**src/sv/sector_calibration_interpolator_defines.svh**
```systemverilog
`ifndef SECTOR_CALIBRATION_INTERPOLATOR_DEFINES_SVH
`define SECTOR_CALIBRATION_INTERPOLATOR_DEFINES_SVH

// Property checked at every clock edge outside reset.
`define SCI_ASSERT(lbl, prop, msg) \
  lbl: assert property (@(posedge clk_i) disable iff (!rst_ni) (prop)) else $error(msg);

// Condition in one cycle implies a consequence in the same cycle.
`define SCI_ASSERT_IMP(lbl, cond, cons, msg) \
  lbl: assert property (@(posedge clk_i) disable iff (!rst_ni) (cond) |-> (cons)) \
    else $error(msg);

`endif

```
**src/sv/sci_pkg.sv**
```systemverilog
`timescale 1ns / 1ps
package sci_pkg;

  localparam int SECTORS    = 8;
  localparam int MAX_POINTS = 16;
  localparam int FULL_TURN  = 360;
  localparam int SEC_SPAN   = FULL_TURN / SECTORS;

  localparam int OP_W      = 2;
  localparam int ANG_W     = 10;
  localparam int KEY_W     = 12;
  localparam int VAL_W     = 10;
  localparam int IDX_W     = $clog2(MAX_POINTS);
  localparam int CNT_W     = IDX_W;
  localparam int SEC_W     = $clog2(SECTORS);
  localparam int ADDR_W    = SEC_W + IDX_W;
  localparam int DVD_W     = KEY_W + VAL_W;
  localparam int DIV_CNT_W = $clog2(DVD_W + 1);
  localparam int IN_W      = 40;
  localparam int OUT_W     = 16;

  localparam logic [CNT_W-1:0] FULL_CNT = CNT_W'(MAX_POINTS - 1);

  localparam logic [OP_W-1:0] OP_CLEAR  = 2'd0;
  localparam logic [OP_W-1:0] OP_INSERT = 2'd1;
  localparam logic [OP_W-1:0] OP_QUERY  = 2'd2;

  typedef enum logic [2:0] {
    RES_ZERO,
    RES_COUNT,
    RES_COUNT_INC,
    RES_AVG,
    RES_INTERP
  } res_sel_e;

  typedef struct packed {
    logic             load;
    logic             clr;
    logic             rd_en;
    logic [IDX_W-1:0] rd_idx;
    logic             wr_en;
    logic             wr_new;
    logic [IDX_W-1:0] wr_idx;
    logic             cnt_inc;
    logic             lat0;
    logic             lat1;
    logic             div_start;
    logic             res_en;
    res_sel_e         res_sel;
    logic             push;
  } ctrl_cmd_t;

  typedef struct packed {
    logic [OP_W-1:0]  op;
    logic [CNT_W-1:0] cnt;
    logic             key_gt;
    logic             key_lt;
    logic             k_eq;
    logic             div_done;
    logic             out_free;
  } dp_stat_t;

endpackage

```
**src/sv/sector_calibration_interpolator.sv**
```systemverilog
`timescale 1ns / 1ps
// Channel  | Dir | Fields (low bit up)
// s_axis   | in  | operation[1:0] angle_deg[11:2] pixel_distance[23:12] real_cm[33:24]
// m_axis   | out | value[9:0]
//
// One item at a time. An insert compares the stored keys from the top down (up
// to 14), moving each larger key up one slot. A query scans the sector's keys one
// per cycle (up to 15), loads the segment, then runs a 22-step restoring divider
// unless the two segment keys are equal.
// Reset empties all sectors at once (counts cleared); no clearing pass.
// A finished result waits in the output register while the next item is taken.
module sector_calibration_interpolator (
  input  logic                       clk_i,
  input  logic                       rst_ni,
  input  logic                       s_axis_tvalid_i,
  output logic                       s_axis_tready_o,
  // operation, angle_deg, pixel_distance, real_cm, zero pad
  input  logic [sci_pkg::IN_W-1:0]   s_axis_tdata_i,
  output logic                       m_axis_tvalid_o,
  input  logic                       m_axis_tready_i,
  // value, zero pad
  output logic [sci_pkg::OUT_W-1:0]  m_axis_tdata_o
);

  sci_pkg::ctrl_cmd_t        cmd;
  sci_pkg::dp_stat_t         stat;
  logic [sci_pkg::VAL_W-1:0] value;

  sci_ctrl u_ctrl (
    .clk_i      (clk_i),
    .rst_ni     (rst_ni),
    .in_valid_i (s_axis_tvalid_i),
    .in_ready_o (s_axis_tready_o),
    .stat_i     (stat),
    .cmd_o      (cmd)
  );

  sci_dpath u_dpath (
    .clk_i       (clk_i),
    .rst_ni      (rst_ni),
    .cmd_i       (cmd),
    .op_i        (s_axis_tdata_i[1:0]),
    .angle_i     (s_axis_tdata_i[11:2]),
    .px_i        (s_axis_tdata_i[23:12]),
    .cm_i        (s_axis_tdata_i[33:24]),
    .out_ready_i (m_axis_tready_i),
    .stat_o      (stat),
    .out_valid_o (m_axis_tvalid_o),
    .out_value_o (value)
  );

  assign m_axis_tdata_o = {{(sci_pkg::OUT_W - sci_pkg::VAL_W){1'b0}}, value};

endmodule

```
**src/sv/sci_div.sv**
```systemverilog
`timescale 1ns / 1ps
module sci_div (
  input  logic                        clk_i,
  input  logic                        rst_ni,
  input  logic                        start_i,
  input  logic [sci_pkg::DVD_W-1:0]   dividend_i,
  input  logic [sci_pkg::KEY_W-1:0]   divisor_i,
  output logic [sci_pkg::DVD_W-1:0]   quotient_o,
  output logic                        done_o
);

  logic                          busy_q, busy_d;
  logic                          done_q, done_d;
  logic [sci_pkg::DIV_CNT_W-1:0] cnt_q, cnt_d;
  logic [sci_pkg::KEY_W-1:0]     rem_q, rem_d;
  logic [sci_pkg::DVD_W-1:0]     quo_q, quo_d;
  logic [sci_pkg::KEY_W-1:0]     dsr_q, dsr_d;
  logic [sci_pkg::KEY_W:0]       shifted;
  logic                          fits;

  // one restoring step per cycle, quotient bits shift in behind the dividend
  assign shifted = {rem_q, quo_q[sci_pkg::DVD_W-1]};
  assign fits    = shifted >= {1'b0, dsr_q};

  always_comb begin
    busy_d = busy_q;
    done_d = 1'b0;
    cnt_d  = cnt_q;
    rem_d  = rem_q;
    quo_d  = quo_q;
    dsr_d  = dsr_q;
    if (start_i) begin
      busy_d = 1'b1;
      cnt_d  = sci_pkg::DIV_CNT_W'(sci_pkg::DVD_W);
      rem_d  = '0;
      quo_d  = dividend_i;
      dsr_d  = divisor_i;
    end else if (busy_q) begin
      rem_d = fits ? sci_pkg::KEY_W'(shifted - {1'b0, dsr_q})
                   : shifted[sci_pkg::KEY_W-1:0];
      quo_d = {quo_q[sci_pkg::DVD_W-2:0], fits};
      cnt_d = cnt_q - sci_pkg::DIV_CNT_W'(1);
      if (cnt_q == sci_pkg::DIV_CNT_W'(1)) begin
        busy_d = 1'b0;
        done_d = 1'b1;
      end
    end
  end

  always_ff @(posedge clk_i or negedge rst_ni) begin
    if (!rst_ni) begin
      busy_q <= 1'b0;
      done_q <= 1'b0;
      cnt_q  <= '0;
    end else begin
      busy_q <= busy_d;
      done_q <= done_d;
      cnt_q  <= cnt_d;
    end
  end

  always_ff @(posedge clk_i) begin
    rem_q <= rem_d;
    quo_q <= quo_d;
    dsr_q <= dsr_d;
  end

  assign quotient_o = quo_q;
  assign done_o     = done_q;

endmodule

```
**src/sv/sci_dpath.sv**
```systemverilog
`timescale 1ns / 1ps
module sci_dpath (
  input  logic                      clk_i,
  input  logic                      rst_ni,
  input  sci_pkg::ctrl_cmd_t        cmd_i,
  input  logic [sci_pkg::OP_W-1:0]  op_i,
  input  logic [sci_pkg::ANG_W-1:0] angle_i,
  input  logic [sci_pkg::KEY_W-1:0] px_i,
  input  logic [sci_pkg::VAL_W-1:0] cm_i,
  input  logic                      out_ready_i,
  output sci_pkg::dp_stat_t         stat_o,
  output logic                      out_valid_o,
  output logic [sci_pkg::VAL_W-1:0] out_value_o
);

  localparam int SEC_SHIFT = 16;
  localparam int RECIP_W   = 11;
  localparam logic [RECIP_W-1:0] RECIP =
    RECIP_W'((2 ** SEC_SHIFT + sci_pkg::SEC_SPAN - 1) / sci_pkg::SEC_SPAN);
  localparam int MEM_DEPTH = sci_pkg::SECTORS * sci_pkg::MAX_POINTS;

  logic [sci_pkg::OP_W-1:0]  op_q;
  logic [sci_pkg::SEC_W-1:0] sec_q;
  logic [sci_pkg::KEY_W-1:0] px_q;
  logic [sci_pkg::VAL_W-1:0] cm_q;
  logic [sci_pkg::CNT_W-1:0] cnt_q [sci_pkg::SECTORS];
  logic [sci_pkg::KEY_W-1:0] key_mem [MEM_DEPTH];
  logic [sci_pkg::VAL_W-1:0] val_mem [MEM_DEPTH];
  logic [sci_pkg::KEY_W-1:0] rd_key_q, k0_q, k1_q;
  logic [sci_pkg::VAL_W-1:0] rd_val_q, y0_q, y1_q;
  logic                      neg_q;
  logic [sci_pkg::VAL_W-1:0] res_q, res_d;
  logic                      out_valid_q;
  logic [sci_pkg::VAL_W-1:0] out_value_q;

  logic signed [sci_pkg::ANG_W:0] ang_ext, ang_red;
  logic [8:0]                     ang_pos;
  logic [8+RECIP_W:0]             sec_prod;
  logic [3:0]                     sec_raw;
  logic [sci_pkg::SEC_W-1:0]      sec_new;
  logic [sci_pkg::CNT_W-1:0]      cnt;
  logic [sci_pkg::KEY_W-1:0]      dx, dk;
  logic                           neg;
  logic [sci_pkg::VAL_W-1:0]      dy;
  logic [sci_pkg::DVD_W-1:0]      dvd, quo;
  logic                           div_done;
  logic [sci_pkg::VAL_W:0]        avg_sum, interp;

  // wrap the angle into 0..359, then divide by the sector span via reciprocal
  always_comb begin
    ang_ext = {angle_i[sci_pkg::ANG_W-1], angle_i};
    if (ang_ext < -11'sd360)      ang_red = ang_ext + 11'sd720;
    else if (ang_ext < 11'sd0)    ang_red = ang_ext + 11'sd360;
    else if (ang_ext >= 11'sd360) ang_red = ang_ext - 11'sd360;
    else                          ang_red = ang_ext;
    ang_pos  = ang_red[8:0];
    sec_prod = {{RECIP_W{1'b0}}, ang_pos} * {{9{1'b0}}, RECIP};
    sec_raw  = sec_prod[SEC_SHIFT+3:SEC_SHIFT];
    sec_new  = (sec_raw > 4'(sci_pkg::SECTORS - 1)) ? sci_pkg::SEC_W'(sci_pkg::SECTORS - 1)
                                                    : sec_raw[sci_pkg::SEC_W-1:0];
  end

  assign cnt = cnt_q[sec_q];

  always_ff @(posedge clk_i) begin
    if (cmd_i.load) begin
      op_q  <= op_i;
      sec_q <= sec_new;
      px_q  <= px_i;
      cm_q  <= cm_i;
    end
  end

  always_ff @(posedge clk_i or negedge rst_ni) begin
    if (!rst_ni) begin
      for (int i = 0; i < sci_pkg::SECTORS; i++) cnt_q[i] <= '0;
    end else if (cmd_i.clr) begin
      for (int i = 0; i < sci_pkg::SECTORS; i++) cnt_q[i] <= '0;
    end else if (cmd_i.cnt_inc) begin
      cnt_q[sec_q] <= cnt + sci_pkg::CNT_W'(1);
    end
  end

  always_ff @(posedge clk_i) begin
    if (cmd_i.wr_en) begin
      key_mem[{sec_q, cmd_i.wr_idx}] <= cmd_i.wr_new ? px_q : rd_key_q;
      val_mem[{sec_q, cmd_i.wr_idx}] <= cmd_i.wr_new ? cm_q : rd_val_q;
    end
    if (cmd_i.rd_en) begin
      rd_key_q <= key_mem[{sec_q, cmd_i.rd_idx}];
      rd_val_q <= val_mem[{sec_q, cmd_i.rd_idx}];
    end
  end

  always_ff @(posedge clk_i) begin
    if (cmd_i.lat0) begin
      k0_q <= rd_key_q;
      y0_q <= rd_val_q;
    end
    if (cmd_i.lat1) begin
      k1_q <= rd_key_q;
      y1_q <= rd_val_q;
    end
    if (cmd_i.div_start) neg_q <= neg;
  end

  assign dx  = px_q - k0_q;
  assign dk  = k1_q - k0_q;
  assign neg = y1_q < y0_q;
  assign dy  = neg ? (y0_q - y1_q) : (y1_q - y0_q);
  assign dvd = {{sci_pkg::VAL_W{1'b0}}, dx} * {{sci_pkg::KEY_W{1'b0}}, dy};

  sci_div u_div (
    .clk_i      (clk_i),
    .rst_ni     (rst_ni),
    .start_i    (cmd_i.div_start),
    .dividend_i (dvd),
    .divisor_i  (dk),
    .quotient_o (quo),
    .done_o     (div_done)
  );

  assign avg_sum = {1'b0, y0_q} + {1'b0, y1_q};
  assign interp  = neg_q ? ({1'b0, y0_q} - quo[sci_pkg::VAL_W:0])
                         : ({1'b0, y0_q} + quo[sci_pkg::VAL_W:0]);

  always_comb begin
    case (cmd_i.res_sel)
      sci_pkg::RES_ZERO:      res_d = '0;
      sci_pkg::RES_COUNT:     res_d = sci_pkg::VAL_W'(cnt);
      sci_pkg::RES_COUNT_INC: res_d = sci_pkg::VAL_W'(cnt) + sci_pkg::VAL_W'(1);
      sci_pkg::RES_AVG:       res_d = avg_sum[sci_pkg::VAL_W:1];
      sci_pkg::RES_INTERP:    res_d = interp[sci_pkg::VAL_W-1:0];
      default:                res_d = '0;
    endcase
  end

  always_ff @(posedge clk_i) begin
    if (cmd_i.res_en) res_q <= res_d;
    if (cmd_i.push) out_value_q <= res_q;
  end

  always_ff @(posedge clk_i or negedge rst_ni) begin
    if (!rst_ni) begin
      out_valid_q <= 1'b0;
    end else if (cmd_i.push) begin
      out_valid_q <= 1'b1;
    end else if (out_ready_i) begin
      out_valid_q <= 1'b0;
    end
  end

  assign stat_o.op       = op_q;
  assign stat_o.cnt      = cnt;
  assign stat_o.key_gt   = rd_key_q > px_q;
  assign stat_o.key_lt   = rd_key_q < px_q;
  assign stat_o.k_eq     = k1_q == k0_q;
  assign stat_o.div_done = div_done;
  assign stat_o.out_free = !out_valid_q || out_ready_i;

  assign out_valid_o = out_valid_q;
  assign out_value_o = out_value_q;

endmodule

```
**src/sv/sci_ctrl.sv**
```systemverilog
`timescale 1ns / 1ps
`include "sector_calibration_interpolator_defines.svh"
module sci_ctrl (
  input  logic                clk_i,
  input  logic                rst_ni,
  input  logic                in_valid_i,
  output logic                in_ready_o,
  input  sci_pkg::dp_stat_t   stat_i,
  output sci_pkg::ctrl_cmd_t  cmd_o
);

  typedef enum logic [3:0] {
    S_IDLE,
    S_DECODE,
    S_INS_CMP,
    S_INS_WR,
    S_Q_SCAN,
    S_Q_RD1,
    S_Q_LD,
    S_Q_MUL,
    S_Q_DIV,
    S_FINISH
  } state_e;

  state_e                    state_q, state_d;
  logic [sci_pkg::IDX_W-1:0] ptr_q, ptr_d;
  logic [sci_pkg::IDX_W-1:0] r_q, r_d;

  always_comb begin
    cmd_o      = '0;
    state_d    = state_q;
    ptr_d      = ptr_q;
    r_d        = r_q;
    in_ready_o = 1'b0;
    case (state_q)
      S_IDLE: begin
        in_ready_o = 1'b1;
        if (in_valid_i) begin
          cmd_o.load = 1'b1;
          state_d    = S_DECODE;
        end
      end
      S_DECODE: begin
        r_d = '0;
        case (stat_i.op)
          sci_pkg::OP_CLEAR: begin
            cmd_o.clr     = 1'b1;
            cmd_o.res_en  = 1'b1;
            cmd_o.res_sel = sci_pkg::RES_ZERO;
            state_d       = S_FINISH;
          end
          sci_pkg::OP_INSERT: begin
            ptr_d = stat_i.cnt;
            if (stat_i.cnt >= sci_pkg::FULL_CNT) begin
              cmd_o.res_en  = 1'b1;
              cmd_o.res_sel = sci_pkg::RES_COUNT;
              state_d       = S_FINISH;
            end else if (stat_i.cnt == '0) begin
              state_d = S_INS_WR;
            end else begin
              cmd_o.rd_en  = 1'b1;
              cmd_o.rd_idx = stat_i.cnt - sci_pkg::IDX_W'(1);
              state_d      = S_INS_CMP;
            end
          end
          sci_pkg::OP_QUERY: begin
            if (stat_i.cnt < sci_pkg::CNT_W'(2)) begin
              cmd_o.res_en  = 1'b1;
              cmd_o.res_sel = sci_pkg::RES_ZERO;
              state_d       = S_FINISH;
            end else begin
              cmd_o.rd_en  = 1'b1;
              cmd_o.rd_idx = '0;
              ptr_d        = '0;
              state_d      = S_Q_SCAN;
            end
          end
          default: begin
            cmd_o.res_en  = 1'b1;
            cmd_o.res_sel = sci_pkg::RES_ZERO;
            state_d       = S_FINISH;
          end
        endcase
      end
      S_INS_CMP: begin
        // move the larger key up one slot and look one further down
        if (stat_i.key_gt) begin
          cmd_o.wr_en  = 1'b1;
          cmd_o.wr_idx = ptr_q;
          ptr_d        = ptr_q - sci_pkg::IDX_W'(1);
          if (ptr_q == sci_pkg::IDX_W'(1)) begin
            state_d = S_INS_WR;
          end else begin
            cmd_o.rd_en  = 1'b1;
            cmd_o.rd_idx = ptr_q - sci_pkg::IDX_W'(2);
          end
        end else begin
          state_d = S_INS_WR;
        end
      end
      S_INS_WR: begin
        cmd_o.wr_en   = 1'b1;
        cmd_o.wr_new  = 1'b1;
        cmd_o.wr_idx  = ptr_q;
        cmd_o.cnt_inc = 1'b1;
        cmd_o.res_en  = 1'b1;
        cmd_o.res_sel = sci_pkg::RES_COUNT_INC;
        state_d       = S_FINISH;
      end
      S_Q_SCAN: begin
        if (ptr_q == '0 && stat_i.key_gt) begin
          cmd_o.res_en  = 1'b1;
          cmd_o.res_sel = sci_pkg::RES_ZERO;
          state_d       = S_FINISH;
        end else if (ptr_q == stat_i.cnt - sci_pkg::CNT_W'(1)) begin
          if (stat_i.key_lt) begin
            cmd_o.res_en  = 1'b1;
            cmd_o.res_sel = sci_pkg::RES_COUNT;
            state_d       = S_FINISH;
          end else begin
            cmd_o.rd_en  = 1'b1;
            cmd_o.rd_idx = r_q;
            state_d      = S_Q_RD1;
          end
        end else begin
          if (!stat_i.key_gt) r_d = ptr_q;
          ptr_d        = ptr_q + sci_pkg::IDX_W'(1);
          cmd_o.rd_en  = 1'b1;
          cmd_o.rd_idx = ptr_q + sci_pkg::IDX_W'(1);
        end
      end
      S_Q_RD1: begin
        cmd_o.lat0   = 1'b1;
        cmd_o.rd_en  = 1'b1;
        cmd_o.rd_idx = r_q + sci_pkg::IDX_W'(1);
        state_d      = S_Q_LD;
      end
      S_Q_LD: begin
        cmd_o.lat1 = 1'b1;
        state_d    = S_Q_MUL;
      end
      S_Q_MUL: begin
        if (stat_i.k_eq) begin
          cmd_o.res_en  = 1'b1;
          cmd_o.res_sel = sci_pkg::RES_AVG;
          state_d       = S_FINISH;
        end else begin
          cmd_o.div_start = 1'b1;
          state_d         = S_Q_DIV;
        end
      end
      S_Q_DIV: begin
        if (stat_i.div_done) begin
          cmd_o.res_en  = 1'b1;
          cmd_o.res_sel = sci_pkg::RES_INTERP;
          state_d       = S_FINISH;
        end
      end
      S_FINISH: begin
        if (stat_i.out_free) begin
          cmd_o.push = 1'b1;
          state_d    = S_IDLE;
        end
      end
      default: state_d = S_IDLE;
    endcase
  end

  always_ff @(posedge clk_i or negedge rst_ni) begin
    if (!rst_ni) begin
      state_q <= S_IDLE;
      ptr_q   <= '0;
      r_q     <= '0;
    end else begin
      state_q <= state_d;
      ptr_q   <= ptr_d;
      r_q     <= r_d;
    end
  end

  `SCI_ASSERT_IMP(a_push_free, cmd_o.push, stat_i.out_free, "result register overwritten")
  `SCI_ASSERT_IMP(a_scan_bound, state_q == S_Q_SCAN, ptr_q < stat_i.cnt, "scan past table end")
  `SCI_ASSERT_IMP(a_shift_ptr, state_q == S_INS_CMP, ptr_q != '0, "shift at slot zero")
  `SCI_ASSERT(a_cnt_max, stat_i.cnt <= sci_pkg::FULL_CNT, "sector count overflow")

endmodule
```
**config.mk**
```make
export PLATFORM = sky130hd
export DESIGN_NAME = sector_calibration_interpolator
export DESIGN_NICKNAME = d
export VERILOG_FILES = /design/src/sv/sci_pkg.sv /design/src/sv/sector_calibration_interpolator.sv /design/src/sv/sci_div.sv /design/src/sv/sci_dpath.sv /design/src/sv/sci_ctrl.sv
export VERILOG_INCLUDE_DIRS = /design/src /design/src/sv
export SDC_FILE = /design/constraint.sdc
export NUM_CORES = 2
export LEC_CHECK = 0
export BUFFER_PORTS_ARGS = -buffer_cell sky130_fd_sc_hd__clkbuf_2
export CORE_MARGIN = 2
export CORE_UTILIZATION = 50
export DETAILED_ROUTE_END_ITERATION = 12
export PLACE_DENSITY_LB_ADDON = 0.25
export SLEW_MARGIN = 20
export SYNTH_ARGS = -nofsm -noshare
export SYNTH_HDL_FRONTEND = slang
export SYNTH_SLANG_ARGS = --single-unit
```
**constraint.sdc**
```tcl
create_clock -name clk_i -period 9 [get_ports clk_i]
set_input_delay 1.8 -clock clk_i [delete_from_list [all_inputs] [get_ports clk_i]]
set_output_delay 1.8 -clock clk_i [all_outputs]
set_load 0.02 [all_outputs]
```
### Yosys cells after proc, flatten, opt, wreduce, memory -nomap -nowiden

Memory sizes are Yosys's and may differ from the RTL's. A register that Yosys moved wholly into a read port is not among the register bits.
Index checks and enable logic that the tools add are counted.

* register bits after elaboration: 190
* memory bits (writable): 2816
* output and inout port bits: 18
* memories kept: 2

* add/sub/neg operators: 19
* $mul: 2
* $lt $le $gt $ge: 12
* eq/ne operators: 30
* muxes and demuxes: 89
* bitwise gates (word level): 1
* reduce and logical (&&, ||, !) cells: 16

Memories
* u_dpath.key_mem: depth 128, bits a word 12, read ports 1, clocked after memory_dff 1, wr ports 1, RTL line sci_dpath.sv:27 `logic [sci_pkg::KEY_W-1:0] key_mem [MEM_DEPTH];`
* u_dpath.val_mem: depth 128, bits a word 10, read ports 1, clocked after memory_dff 1, wr ports 1, RTL line sci_dpath.sv:28 `logic [sci_pkg::VAL_W-1:0] val_mem [MEM_DEPTH];`

Operators by type and width (count)
* 4-bit 2-to-1 mux: 28
* 32-bit 2-to-1 mux: 2
* 5-bit 2-to-1 mux: 9
* 22-bit 2-to-1 mux: 2
* 10-bit case mux with 4 select lines: 1
* 4-bit case mux with 10 select lines: 1
* 4-bit case mux with 2 select lines: 5
* 12-bit subtractor: 3
* 32-bit bitwise mux: 1
* 10-bit 2-to-1 mux: 3
* 10-bit subtractor: 3
* 9-bit 2-to-1 mux: 3
* 1-bit 2-to-1 mux: 24
* 12-bit 2-to-1 mux: 2
* 12-bit by 10-bit multiplier with 22-bit output: 1
* 9-bit by 11-bit multiplier with 20-bit output (second input constant): 1
* 4-bit case mux with 5 select lines: 1
* 5-bit case mux with 4 select lines: 1
* 9-bit adder (second input constant): 2
* 4-bit by 3-bit equality test with 1-bit output (second input constant): 4
* 13-bit by 12-bit greater-or-equal comparator with 1-bit output: 1
* 4-bit by 1-bit adder with 4-bit output (second input constant): 3
* 4-bit binary-select mux with 3-bit select: 1
* 4-bit demux with 3-bit select: 1
* other kinds (47): 66

### Depth between registers and ports, before layout

* depth after elaboration: 11
* depth in mapped cells: 37
* mapped depth without buffers: 35

### Modules after synthesis

A second synthesis with hierarchy kept.

* cell total of the unflattened synthesis: 6093
* area, all modules: 125549.2 µm²

By module, submodules not included
* sci_dpath: instances 1, cells an instance 5633, area an instance 120989.8 µm², sequential area each 88810.2 µm²
* sci_div: instances 1, cells an instance 240, area an instance 2831.5 µm², sequential area each 1436.4 µm²
* sci_ctrl: instances 1, cells an instance 213, area an instance 1679.1 µm², sequential area each 300.3 µm²
* sector_calibration_interpolator: instances 1, cells an instance 7, area an instance 48.8 µm², sequential area each 0.0 µm²

### Least setup slack after synthesis

No wires, ideal clock.

* path kind: reg-to-reg
* from: register u_dpath.y1_q[0] (netlist bit)
* to: register u_dpath.u_div.quo_q, in the netlist u_dpath.u_div.quotient_o[21], data pin
* data arrival time: 8.011 ns
* path slack: 0.722 ns
* stages on the path, launching flop included: 36
* buffers on the path: 2
* period minus slack after synthesis: 8.278 ns
* cell sequence: edfxtp_1 -> inv_1 -> ha_1 -> inv_1 -> fa_1 -> a21o_1 -> a21o_1 -> a21oi_1 -> o21bai_1 -> a21oi_1 -> o21bai_1 -> a31oi_1 -> clkbuf_1 -> mux2i_1 -> nand2_1 -> o311ai_0 -> o211ai_1 -> clkbuf_1 -> or2_2 -> fa_1 -> fa_1 -> inv_1 -> fa_1 -> fa_1 -> inv_1 -> fa_1 -> inv_1 -> ha_1 -> and3_1 -> a211oi_1 -> o31ai_1 -> a211oi_1 -> o21bai_1 -> a21oi_1 -> xnor2_1 -> o21ai_0

* longest elaborated chain between the ends: 4
* elaborated cells between the ends (all ways): 6
* those cells by class: add/sub: 2; mul: 1; order compare: 1; mux: 2

RTL lines
* from (decl): RTL line sci_dpath.sv:30 `logic [sci_pkg::VAL_W-1:0] rd_val_q, y0_q, y1_q;`
* from (signal assigned): RTL line sci_dpath.sv:102 `y1_q <= rd_val_q;`
* 10-bit less-than comparator: RTL line sci_dpath.sv:109 `assign neg = y1_q < y0_q;`
* via u_dpath.neg: RTL line sci_dpath.sv:43 `logic neg;`
* 10-bit 2-to-1 mux: RTL line sci_dpath.sv:110 `assign dy = neg ? (y0_q - y1_q) : (y1_q - y0_q);`
* 12-bit by 10-bit multiplier with 22-bit output: RTL line sci_dpath.sv:111 `assign dvd = {{sci_pkg::VAL_W{1'b0}}, dx} * {{sci_pkg::KEY_W{1'b0}}, dy};`
* 22-bit 2-to-1 mux: RTL line sci_div.sv:32 `if (start_i) begin`
* via u_dpath.u_div.quo_d (one bit): RTL line sci_div.sv:16 `logic [sci_pkg::DVD_W-1:0] quo_q, quo_d;`
* to (signal assigned): RTL line sci_div.sv:64 `quo_q <= quo_d;`
* to (decl): RTL line sci_div.sv:16

The timed path passes the listed nets, and every way through them passes these cells.
A chain may end at the register's enable or synchronous reset.

### Final worst setup path

* from: register u_dpath.y1_q[0] (netlist bit)
* to: register u_dpath.u_div.quo_q, in the netlist u_dpath.u_div.quotient_o[21], data pin

* longest elaborated chain between the ends: 4
* elaborated cells between the ends (all ways): 6
* those cells by class: add/sub: 2; mul: 1; order compare: 1; mux: 2

RTL lines (RTL line)
* 10-bit subtractor or 10-bit less-than comparator (tied branches): sci_dpath.sv:110, sci_dpath.sv:109
* 10-bit 2-to-1 mux (*): sci_dpath.sv:110
* 12-bit by 10-bit multiplier with 22-bit output (*): sci_dpath.sv:111
* 22-bit 2-to-1 mux (*): sci_div.sv:32
* via u_dpath.u_div.quo_d (one bit): sci_div.sv:16

The timed path passes the listed nets; every way through them passes the cells marked *.

==> summary.txt <==
Core Util, Final = 0.5652
Measured slew at the worst slew-check pin = 1.213 ns
Die Area = 258700 um^2
Core area = 253700 um^2
Finish-stage setup viols = 0
Dominant cell type by area after synthesis = edfxtp_1
Hold Startpoint = u_dpath.res_q[9]
Cell count after synthesis = 8468
TritonCTS clock tree = yes
Die Span Y = 508.6 um
Synth cell types = 94
GRT Util Overall = 0.2817
Max Slew Vio Count = 0
Num CTS Buffers = 319
Placed cell count = 11700
Family with the most delay on the worst path = adder cells
RSZ-0062 raised after global routing = no
Nets = 9015
Final Critical Period = 8.366 ns
YS warnings = 0
Clk pin slew, worst setup/hold paths = 0.06 ns
Max transition margin = 0.1902
Sequential fraction of the synthesis area = 0.7111
Die X-Extent = 508.6 um
Worst VDD drop = 0.4031 mV
Most frequent cells in the layout = edfxtp_1, nand2_1, nand3_1
Final WS setup = 0.6339 ns
Reg2reg start = u_dpath.y1_q[0]
Final Cell Area = 143400 um^2
Arrival time at the worst endpoint = 9.01 ns
Fillers = 19600
CP peak stage delay = 0.50 ns
Final non-filler cell total = 12280
Clock tree buffer depth = 4
Crit share post-route = 0.9296
Critical path endpoint category = flip-flop
Starting density of the core = 0.5019
DP Area = 133300 um^2
Reg2reg setup slack = 0.63 ns
WL/cell = 30.01 um
Commonest non-fill, non-tap cell in the layout = edfxtp_1
Io pins = 62
GRT overflow = 0
Synth Flop Type = edfxtp_1
Crit path max fanout = 14
Vias per Instance = 6.296
Pre-CTS worst setup slack = 0.2894 ns
Num rows = 185
Post-DP HPWL = 222700 um
Synth top area share = 0.6990
CP max-delay cell = fa_1
Async SR Flop Fraction = 0.01717
CP Buf/Inv Count = 6
Largest net degree at the start of global routing = 152
CTS Sinks = 3028
Max cap viols = 0
Detail Route Antenna Nets = 0
Hold Violations, Final = 0
Global-route wire length before repair = 526400 um
Pleak = 49.02 nW
Setup crit start = u_dpath.y1_q[0]
DR vias = 77310
Most used cell, CP = fa_1
Top cells by area, synth = edfxtp_1, nand2_1, mux4_2, mux2i_1, ha_1
Area grow syn2layout = 12.60%
EDFF count, synth = 2964
Mean post-synth cell area = 15.04 um^2
GP Congestion = 0.9423
Kind of critical path = reg2reg
HP Class = reg2reg
Status = finished, final reports clean
Length of the first detailed-routing pass in iterations = 8
PD cells = 259.8 nW/um^2
Achievable clock frequency = 119.5 MHz
DRC viols = 0
Critical Path RT = 9.64 ns
Initial DRC count = 10510
#FFs+latches synth = 3028
Clock root cell = clkbuf_16
Post-synthesis cell area = 127300 um^2
Layout cells sized above 1 = 0.1415
Crit start category = flip-flop
Worst Clk Skew = 0.07251 ns
Clock latency at the later pin of the worst-skew pair = 0.97 ns
Final setup TNS = 0 ns
Hold_buf cts = 0
CTS HTree Levels = 5
Initial antenna violation count = 23
Number of global-route vias before repair = 74640
Input/output buffers = 49
Total routed wirelength = 368500 um
routing by layer:
metal | global-route usage | routed length, um
met1 | 0.3859 | 143700
met2 | 0.4387 | 170600
met3 | 0.06399 | 37890
met4 | 0.1126 | 16180
met5 | 0.0005556 | 105
Yosys cell counts (all sizes together) (26+ instances only):
cell type,number
xor2,27
o211ai,36
fa,105
a21oi,192
dfrtp,52
inv,294
a32o,29
nor2b,27
a22o,33
a2111oi,31
o22ai,82
a22oi,66
clkbuf,264
nand2,1385
ha,207
o21ai,151
nor2,282
a211oi,49
a31oi,115
edfxtp,2964
buf,225
and3,31
xnor2,77
nand2b,41
o2111ai,54
o41ai,76
a21o,33
nand4,182
nor3,35
or4,26
mux4,230
nor4,52
nand3,408
or3,31
mux2i,320
report_power, final:
| part | total (mW) | internal [mW] | switching, mW |
|---|---|---|---|
| Sequential | 16.4 | 16.2 | 0.162 |
| Clock | 12.7 | 7.36 | 5.30 |
| Combinational | 8.22 | 2.64 | 5.58 |
| Total | 37.2 | 26.2 | 11.0 |
layout make-up:
cell class                 count  area (um^2)  area share
inverter                     294         1104    0.007697
clock buffer                 386         8444     0.05890
antenna                       23        57.56   0.0004014
sequential                  3028        90550      0.6315
clock inverter               166         1421    0.009914
timing repair buffer         354         3034     0.02116
tap                         3366         4212     0.02937
multi-input combinational   4662        34560      0.2410
worst reg2reg max path, delay by kind of cell (launching register included):
| kind | cells | cell delay [ns] |
|---|---|---|
| compound gates | 14 | 2.41 |
| fa+ha+maj | 8 | 3.21 |
| flops | 1 | 0.41 |
| xor+xnor | 2 | 0.39 |
| mux | 1 | 0.39 |
| buf+inv | 6 | 0.53 |
| simple gates | 3 | 0.66 |
stage by stage:
| stage | hold slack, ns | power, mW |
|---|---|---|
| after global routing | 0.4618 | 38.65 |
| after CTS | 0.4529 | 37.20 |
| final | 0.4537 | 37.24 |
| after global placement | 0.4413 | 24.58 |
| after detailed placement | 0.4390 | 24.69 |
| after floorplan | 0.4003 | 21.96 |
flip-flops by register name (all words and copies together) (netlist names), 5 cells and up:
register,cells
u_dpath.key_mem,1536
u_dpath.val_mem,1280
u_dpath.cnt_q,32
u_dpath.u_div.quotient_o,22
u_dpath.k0_q,12
u_dpath.k1_q,12
u_dpath.px_q,12
u_dpath.rd_key_q,12
u_dpath.u_div.dsr_q,12
u_dpath.u_div.rem_q,12
u_dpath.cm_q,10
u_dpath.out_value_o,10
u_dpath.rd_val_q,10
u_dpath.res_q,10
u_dpath.y0_q,10
u_dpath.y1_q,10
u_dpath.u_div.cnt_q,5
path summary, 6_finish.rpt:
kind	end	cells past startpoint
max	u_dpath.u_div.quotient_o[21]	34
min	u_dpath.out_value_o[9]	0
max reg2reg	u_dpath.u_div.quotient_o[21]	34
min reg2reg	u_dpath.out_value_o[9]	0
max in group asynchronous	u_dpath.cnt_q[4]	2
min in group asynchronous	u_dpath.u_div.busy_q	2
kinds of logic after synthesis:
group | Yosys count | synth area share
fa+ha+maj | 312 | 0.03685
other cells | 1 | 0.00002945
buf+inv | 783 | 0.02594
flops | 3028 | 0.7111
compound gates | 1110 | 0.06113
xor+xnor | 106 | 0.007507
mux | 570 | 0.06770
simple gates | 2558 | 0.08972
what timing repair did:
item | in CTS | in global routing
endpoints found under the hold margin | 0 | 0
resized for setup | 0 | 7
setup endpoints to repair | 0 | 3
buffers inserted | 0 | 2
No activity file was read; power rests on OpenSTA's default activity.
